[config.mk]
export PLATFORM = sky130hd
export DESIGN_NAME = key_value_table
export DESIGN_NICKNAME = d
export VERILOG_FILES = /design/src/design/kvt_pkg.sv /design/src/design/kvt_ctrl.sv /design/src/design/kvt_dp.sv /design/src/design/key_value_table.sv
export SDC_FILE = /design/constraint.sdc
export NUM_CORES = 1
export LEC_CHECK = 0
export BUFFER_PORTS_ARGS = -buffer_cell sky130_fd_sc_hd__buf_2
export CAP_MARGIN = 20
export CORE_AREA = 2 2 282 312
export DETAILED_ROUTE_END_ITERATION = 16
export DIE_AREA = 0 0 284 314
export PLACE_DENSITY = 0.75
export SYNTH_ARGS = -nofsm -noshare
export SYNTH_HDL_FRONTEND = slang
export SYNTH_HIERARCHICAL = 1
export SYNTH_SLANG_ARGS = --single-unit
[constraint.sdc]
create_clock -name clk -period 5.2 [get_ports clk]
set_input_delay 0 -clock clk [delete_from_list [all_inputs] [get_ports clk]]
set_output_delay 0 -clock clk [all_outputs]
set_load 0.02 [all_outputs]
[src/design/kvt_pkg.sv]
// shared constants, codes and control types of the key/value table
package kvt_pkg;

  localparam int ENTRIES = 16;
  localparam int IDX_W   = (ENTRIES > 1) ? $clog2(ENTRIES) : 1;
  localparam int CNT_W   = $clog2(ENTRIES + 1);

  localparam int KEY_W   = 32;
  localparam int VAL_W   = 32;
  localparam int OP_W    = 2;
  localparam int STAT_W  = 2;
  localparam int COUNT_W = 5;

  localparam int IN_W    = 72;
  localparam int OUT_W   = 40;

  localparam logic [OP_W-1:0] OP_SET    = 2'd0;
  localparam logic [OP_W-1:0] OP_LOOKUP = 2'd1;
  localparam logic [OP_W-1:0] OP_DELETE = 2'd2;
  localparam logic [OP_W-1:0] OP_CLEAR  = 2'd3;

  localparam logic [STAT_W-1:0] ST_OK      = 2'd0;
  localparam logic [STAT_W-1:0] ST_MISSING = 2'd1;
  localparam logic [STAT_W-1:0] ST_FULL    = 2'd2;

  typedef struct packed {
    logic load;
    logic step;
    logic exec;
  } kvt_cmd_t;

  typedef struct packed {
    logic in_clear;
    logic scan_last;
    logic out_free;
  } kvt_stat_t;

endpackage

[src/design/kvt_ctrl.sv]
// controller state machine: accept, scan, final compare, execute
module kvt_ctrl (
  input  logic              clk,
  input  logic              rst,
  input  logic              s_tvalid,
  output logic              s_tready,
  input  kvt_pkg::kvt_stat_t stat,
  output kvt_pkg::kvt_cmd_t  cmd
);

  localparam logic [1:0] S_IDLE  = 2'd0;
  localparam logic [1:0] S_SCAN  = 2'd1;
  localparam logic [1:0] S_FLUSH = 2'd2;
  localparam logic [1:0] S_EXEC  = 2'd3;

  logic [1:0] state;
  logic [1:0] state_next;
  logic       accept;

  assign s_tready = (state == S_IDLE);
  assign accept   = s_tvalid && s_tready;

  always_comb begin
    state_next = state;
    cmd.load   = 1'b0;
    cmd.step   = 1'b0;
    cmd.exec   = 1'b0;
    case (state)
      S_IDLE: begin
        if (accept) begin
          cmd.load   = 1'b1;
          state_next = stat.in_clear ? S_EXEC : S_SCAN;
        end
      end
      S_SCAN: begin
        cmd.step = 1'b1;
        if (stat.scan_last) begin
          state_next = S_FLUSH;
        end
      end
      S_FLUSH: begin
        state_next = S_EXEC;
      end
      S_EXEC: begin
        if (stat.out_free) begin
          cmd.exec   = 1'b1;
          state_next = S_IDLE;
        end
      end
      default: begin
        state_next = S_IDLE;
      end
    endcase
  end

  always_ff @(posedge clk) begin
    if (rst) begin
      state <= S_IDLE;
    end else begin
      state <= state_next;
    end
  end

endmodule

[src/design/kvt_dp.sv]
// datapath: key and value memories, valid bits, scan compare and result register
module kvt_dp (
  input  logic                       clk,
  input  logic                       rst,
  input  logic [kvt_pkg::IN_W-1:0]   s_tdata,
  output logic                       m_tvalid,
  input  logic                       m_tready,
  output logic [kvt_pkg::OUT_W-1:0]  m_tdata,
  input  kvt_pkg::kvt_cmd_t          cmd,
  output kvt_pkg::kvt_stat_t         stat
);

  logic [kvt_pkg::KEY_W-1:0] key_mem [kvt_pkg::ENTRIES];
  logic [kvt_pkg::VAL_W-1:0] val_mem [kvt_pkg::ENTRIES];
  logic [kvt_pkg::ENTRIES-1:0] valid;
  logic [kvt_pkg::CNT_W-1:0]   count;

  logic [kvt_pkg::OP_W-1:0]  op;
  logic [kvt_pkg::KEY_W-1:0] key;
  logic [kvt_pkg::VAL_W-1:0] value;

  logic [kvt_pkg::IDX_W-1:0] scan_idx;
  logic [kvt_pkg::IDX_W-1:0] cmp_idx;
  logic                      cmp_en;
  logic [kvt_pkg::KEY_W-1:0] rd_key;
  logic [kvt_pkg::VAL_W-1:0] rd_val;

  logic                      hit;
  logic [kvt_pkg::IDX_W-1:0] hit_idx;
  logic [kvt_pkg::VAL_W-1:0] hit_val;
  logic                      free;
  logic [kvt_pkg::IDX_W-1:0] free_idx;

  logic                      cmp_hit;
  logic                      cmp_free;
  logic                      wr_key;
  logic                      wr_val;
  logic [kvt_pkg::IDX_W-1:0] wr_idx;

  logic [kvt_pkg::STAT_W-1:0]  res_status;
  logic [kvt_pkg::VAL_W-1:0]   res_found;
  logic [kvt_pkg::CNT_W-1:0]   count_next;
  logic [kvt_pkg::ENTRIES-1:0] valid_next;

  logic [kvt_pkg::STAT_W-1:0]  out_status;
  logic [kvt_pkg::VAL_W-1:0]   out_found;
  logic [kvt_pkg::COUNT_W-1:0] out_count;

  assign stat.in_clear  = (s_tdata[1:0] == kvt_pkg::OP_CLEAR);
  assign stat.scan_last = (scan_idx == kvt_pkg::IDX_W'(kvt_pkg::ENTRIES - 1));
  assign stat.out_free  = !m_tvalid || m_tready;

  assign cmp_hit  = cmp_en && valid[cmp_idx] && (rd_key == key) && !hit;
  assign cmp_free = cmp_en && !valid[cmp_idx] && !free;

  // input item latch and scan pointer
  always_ff @(posedge clk) begin
    if (cmd.load) begin
      op    <= s_tdata[1:0];
      key   <= s_tdata[33:2];
      value <= s_tdata[65:34];
    end
  end

  always_ff @(posedge clk) begin
    if (rst) begin
      scan_idx <= '0;
      cmp_en   <= 1'b0;
      hit      <= 1'b0;
      free     <= 1'b0;
    end else begin
      if (cmd.load) begin
        scan_idx <= '0;
        cmp_en   <= 1'b0;
        hit      <= 1'b0;
        free     <= 1'b0;
      end else begin
        cmp_en <= cmd.step;
        if (cmd.step) begin
          scan_idx <= scan_idx + kvt_pkg::IDX_W'(1);
        end
        if (cmp_hit) begin
          hit <= 1'b1;
        end
        if (cmp_free) begin
          free <= 1'b1;
        end
      end
    end
  end

  always_ff @(posedge clk) begin
    if (cmd.step) begin
      cmp_idx <= scan_idx;
    end
    if (cmp_hit) begin
      hit_idx <= cmp_idx;
      hit_val <= rd_val;
    end
    if (cmp_free) begin
      free_idx <= cmp_idx;
    end
  end

  // execute step
  always_comb begin
    res_status = kvt_pkg::ST_OK;
    res_found  = '0;
    count_next = count;
    valid_next = valid;
    wr_key     = 1'b0;
    wr_val     = 1'b0;
    wr_idx     = hit ? hit_idx : free_idx;
    case (op)
      kvt_pkg::OP_SET: begin
        if (hit) begin
          wr_val = 1'b1;
        end else if (free) begin
          wr_key             = 1'b1;
          wr_val             = 1'b1;
          valid_next[wr_idx] = 1'b1;
          count_next         = count + kvt_pkg::CNT_W'(1);
        end else begin
          res_status = kvt_pkg::ST_FULL;
        end
      end
      kvt_pkg::OP_LOOKUP: begin
        if (hit) begin
          res_found = hit_val;
        end else begin
          res_status = kvt_pkg::ST_MISSING;
        end
      end
      kvt_pkg::OP_DELETE: begin
        if (hit) begin
          valid_next[hit_idx] = 1'b0;
          if (count != '0) begin
            count_next = count - kvt_pkg::CNT_W'(1);
          end
        end else begin
          res_status = kvt_pkg::ST_MISSING;
        end
      end
      kvt_pkg::OP_CLEAR: begin
        valid_next = '0;
        count_next = '0;
      end
      default: begin
        res_status = kvt_pkg::ST_OK;
      end
    endcase
  end

  // entry memories
  always_ff @(posedge clk) begin
    if (cmd.exec && wr_key) begin
      key_mem[wr_idx] <= key;
    end
    if (cmd.exec && wr_val) begin
      val_mem[wr_idx] <= value;
    end
    if (cmd.step) begin
      rd_key <= key_mem[scan_idx];
      rd_val <= val_mem[scan_idx];
    end
  end

  always_ff @(posedge clk) begin
    if (rst) begin
      valid <= '0;
      count <= '0;
    end else if (cmd.exec) begin
      valid <= valid_next;
      count <= count_next;
    end
  end

  // result register
  always_ff @(posedge clk) begin
    if (rst) begin
      m_tvalid <= 1'b0;
    end else if (cmd.exec) begin
      m_tvalid <= 1'b1;
    end else if (m_tready) begin
      m_tvalid <= 1'b0;
    end
  end

  always_ff @(posedge clk) begin
    if (cmd.exec) begin
      out_status <= res_status;
      out_found  <= res_found;
      out_count  <= kvt_pkg::COUNT_W'(count_next);
    end
  end

  assign m_tdata = {1'b0, out_count, out_found, out_status};

endmodule

[src/design/key_value_table.sv]
// top level of the key/value table
// A set, lookup or delete passes through the accept state, a scan that reads
// the key memory once per entry via its single read port, a flush state for
// the last compare and the execute state, which waits while the output
// register holds an untaken result. A clear goes from the accept state
// straight to execute. The result appears in the cycle after execution and
// is held in an output register, so the block is ready for the next item
// while it waits to be taken. The store is empty after reset.
module key_value_table (
  input  logic                      clk,
  input  logic                      rst,
  input  logic                      s_tvalid,
  output logic                      s_tready,
  input  logic [kvt_pkg::IN_W-1:0]  s_tdata,  // op[1:0], key[33:2], value[65:34]
  output logic                      m_tvalid,
  input  logic                      m_tready,
  output logic [kvt_pkg::OUT_W-1:0] m_tdata   // status[1:0], found_value[33:2], count[38:34]
);

  kvt_pkg::kvt_cmd_t  cmd;
  kvt_pkg::kvt_stat_t stat;

  kvt_ctrl u_ctrl (
    .clk      (clk),
    .rst      (rst),
    .s_tvalid (s_tvalid),
    .s_tready (s_tready),
    .stat     (stat),
    .cmd      (cmd)
  );

  kvt_dp u_dp (
    .clk      (clk),
    .rst      (rst),
    .s_tdata  (s_tdata),
    .m_tvalid (m_tvalid),
    .m_tready (m_tready),
    .m_tdata  (m_tdata),
    .cmd      (cmd),
    .stat     (stat)
  );

  a_count_range: assert property (@(posedge clk) disable iff (rst)
    m_tvalid |-> (m_tdata[38:34] <= kvt_pkg::ENTRIES))
    else $error("count beyond table size");

  a_full_only_when_full: assert property (@(posedge clk) disable iff (rst)
    (m_tvalid && (m_tdata[1:0] == kvt_pkg::ST_FULL)) |->
      (m_tdata[38:34] == kvt_pkg::COUNT_W'(kvt_pkg::ENTRIES)))
    else $error("full status with free entries");

  a_found_zero: assert property (@(posedge clk) disable iff (rst)
    (m_tvalid && (m_tdata[1:0] != kvt_pkg::ST_OK)) |-> (m_tdata[33:2] == '0))
    else $error("found value on failed operation");

  a_one_at_a_time: assert property (@(posedge clk) disable iff (rst)
    (s_tvalid && s_tready) |=> !s_tready)
    else $error("second item taken while busy");

endmodule
==> results.toml <==
[timing]
finClkSkew_ns = 0.0363
fmax_mhz = 288
setup_viol = 0
slew_viol_final = 0
hold_violations = 0
totalNegativeSetupSlack_ns = 0
rsz0062_at_grt = "no"
finalCritPeriodShare = 0.667
relSlewSlack = 0.291
worstMarginPinSlew_ns = 1.06
fin_crit_ns = 3.47

[routing]
dr.pass1.iters = 6
wl_per_cell_um = 29.9
dr.first_iter.drc_count = 2555
vias_per_cell = 6.33
drt-total-wl_um = 107000
drcViolationCount = 0
via_count = 22600
antenna_left = 0

[floorplanning]
dieArea_um2 = 89200
initial_utilization = 0.555
die_x_um = 284
die_height_um = 314
boundaryPins = 118
core_um2 = 86000
rows = 113

[yosys]
yosys_warnings = 6
async_flop_share = 0
yosys_most_used_dff = "edfxtp_1"
synth_area_um2 = 47700
ys_seq_area_frac = 0.792
syn_inst = 2044
syn_avg_cell_area_um2 = 23.3
synth.distinct_cells = 53
ys_ff_latch = 1268
synth-edff-count = 1237
syn_nets = 2131

[critical_path]
critPathMaxFanout = 26
rrSetupSlack_ns = 1.73
crit_arrival_ns = 3.82
start_kind = "flop"
cp-end-kind = "flop"
r2r-start = "u_ctrl/state[0]"
r2r_cells = 6
critPathKind = "reg -> reg"
cp_data_required_time_ns = 5.55
reg2reg_to = "u_dp/val_mem[13][10]"

[placement]
placedCellCount = 3260
gp_congestion = 0.797
hpwl_um = 51900
numPortBuffers = 110

[cts]
cts_max_path_buffers = 3
cts_tree = "built"
cts_resized = 0
clk_pin_slew_ns = 0.06
cts-buffers-inserted = 117
cts_root_buf = "clkbuf_16"
clock_sinks = 1268
clk_latency_ns = 0.70
h-tree-depth = 3

[final_layout]
final_cells = 3568
finalNetCount = 2404
ff_latch_area_um2 = 37800
multi_input_area_um2 = 9630
syn_to_final_growth_pct = 14.6
fillCellCount = 5544
layout-drive-gt1-share = 0.293

[global_route]
grt_pass1_wl_um = 157000
grt-ovfl-total = 0
grt_usage = 0.242
grt_max_degree = 87
antenna_found_initial = 2
grt_pass1_vias = 23500

[power]
p_leak_nw = 16.9
ir_drop_mv = 0.315
p_per_area_nw_per_um2 = 428

[job]
maxCapViolCount = 0

[min_path]
min_path_type = "in -> reg"
holdPathEnd = "u_dp/value[16]"
hp-start = "s_tdata[50]"
whs_path_depth = 2

[outcome]
status = "finished clean"
how the worst max path moves through the flow:
stage / start / end
2_1_floorplan: u_ctrl/state[0] / u_dp/val_mem[11][0]
3_3_place_gp: u_ctrl/state[0] / u_dp/val_mem[13][8]
3_5_place_dp: u_ctrl/state[0] / u_dp/val_mem[13][7]
4_1_cts: u_ctrl/state[0] / u_dp/val_mem[13][10]
5_1_grt: u_ctrl/state[0] / u_dp/val_mem[13][10]
6_report: u_ctrl/state[0] / u_dp/val_mem[13][10]
per-stage QoR:
step | util | worst slack [ns] | instance area [µm²] | power (mW) | hold slack [ns]
finish | 0.636 | 1.73 | 54600 | 23.4 | 0.0338
global route | 0.636 | 1.58 | 54600 | 24.1 | 0.00841
CTS | 0.636 | 1.71 | 54600 | 23.5 | 0.000379
detailed placement | 0.582 | 1.76 | 50000 | 15.3 | 0.178
global placement | 0.582 | 1.83 | 50000 | 15.2 | 0.176
floorplan | - | 0.152 | 47700 | 14.4 | 0.0646
Yosys cell counts (all sizes together), types with 2 or more instances:
cell    instances  area share
a211oi          5     0.00089
nor3b           2     0.00031
nand3b          3     0.00047
nand3           5     0.00052
a221o           2     0.00042
o21a            9      0.0014
nor3           37      0.0039
a21oi          24      0.0025
clkbuf         68      0.0054
nor2           31      0.0024
nand2b         17      0.0022
dfxtp          31       0.013
a31oi           4     0.00052
edfxtp       1237        0.78
o22ai           2     0.00026
buf            39      0.0040
mux2            2     0.00047
xnor2           6      0.0011
ha             11      0.0029
xor2           30      0.0055
inv            15      0.0012
o21ai          36      0.0038
o31a            6      0.0011
and2            3     0.00039
nand2          20      0.0016
nand4           4     0.00052
and3           37      0.0049
o22a            2     0.00037
mux4          324        0.15
mux2i           6      0.0013
nor4            7     0.00092
a32oi           3     0.00055
layer usage:
layer	up-vias	global-route usage	wire length, µm
met4	4	0.0700	2610
met1	11900	0.325	39500
met5	-	0	21
li1	9199	-	-
met3	195	0.0416	9230
met2	1261	0.416	55400
sequential cells by signal, summed over array words and instances, names as in the netlist, 2 cells and up:
name / count
u_dp/valid: 16
u_dp/key_mem: 512
u_dp/out_found: 32
u_dp/out_count: 5
u_dp/hit_val: 32
u_ctrl/state: 2
u_dp/count: 5
u_dp/value: 32
u_dp/rd_key: 32
u_dp/scan_idx: 4
u_dp/out_status: 2
u_dp/hit_idx: 4
u_dp/free_idx: 4
u_dp/cmp_idx: 4
u_dp/op: 2
u_dp/val_mem: 512
u_dp/rd_val: 32
u_dp/key: 32
critical path, stage by stage (launching register included):
cell      delay (ns)
dfxtp_1         0.40
ha_1            0.20
and2_2          0.66
o211ai_1        0.29
buf_4           0.33
nor2_4          0.74
buf_4           0.45
area by class of cell:
class	count	share of cell area
Sequential cell	1268	0.691
Inverter	15	0.00103
Multi-Input combinational cell	654	0.176
Antenna cell	1	0.0000458
Clock inverter	66	0.0106
Clock buffer	153	0.0576
Timing Repair Buffer	261	0.0369
Tap cell	1150	0.0263
placed cells by master, fill, tap and decap left out, types with 19 or more instances in the layout:
cell and count:
a21oi_1 24, and3_1 37, buf_2 110, buf_4 54, clkbuf_1 30, clkbuf_16 119, clkinv_1 21, clkinv_2 24
dfxtp_1 26, dlygate4sd3_1 88, edfxtp_1 1237, mux4_2 320, nand2_1 20, nor3_1 19, o21ai_0 36, xor2_1 30
cell families (layout without fill, tap and decap cells):
| logic type | count (synthesis) | after routing | share of synthesized area |
|---|---|---|---|
| AND/OR/NAND/NOR | 173 | 173 | 0.0194 |
| other | 1 | 2 | 0.0000787 |
| multiplexers | 332 | 332 | 0.155 |
| buffers and inverters | 122 | 495 | 0.0105 |
| flip-flops | 1268 | 1268 | 0.792 |
| adder cells (fa/ha/maj) | 11 | 11 | 0.00289 |
| XOR/XNOR | 36 | 36 | 0.00661 |
| AO/OA/AOI/OAI | 101 | 101 | 0.0133 |
where the power goes:
part           total, mW  internal [mW]  leakage (nW)  switching, mW
sequential          12.7           12.1          11.4          0.617
combinational       2.43           1.18          3.65           1.26
clock               8.26           4.62          1.81           3.64
total               23.4           17.9          16.9           5.51
what timing repair did:
item / 4_1_cts / 5_1_grt
endpoints found under the hold margin: 90 / 0
setup buffers: 0 / 0
hold buffers: 88 / 0
Power figures use the tool's default switching activity.
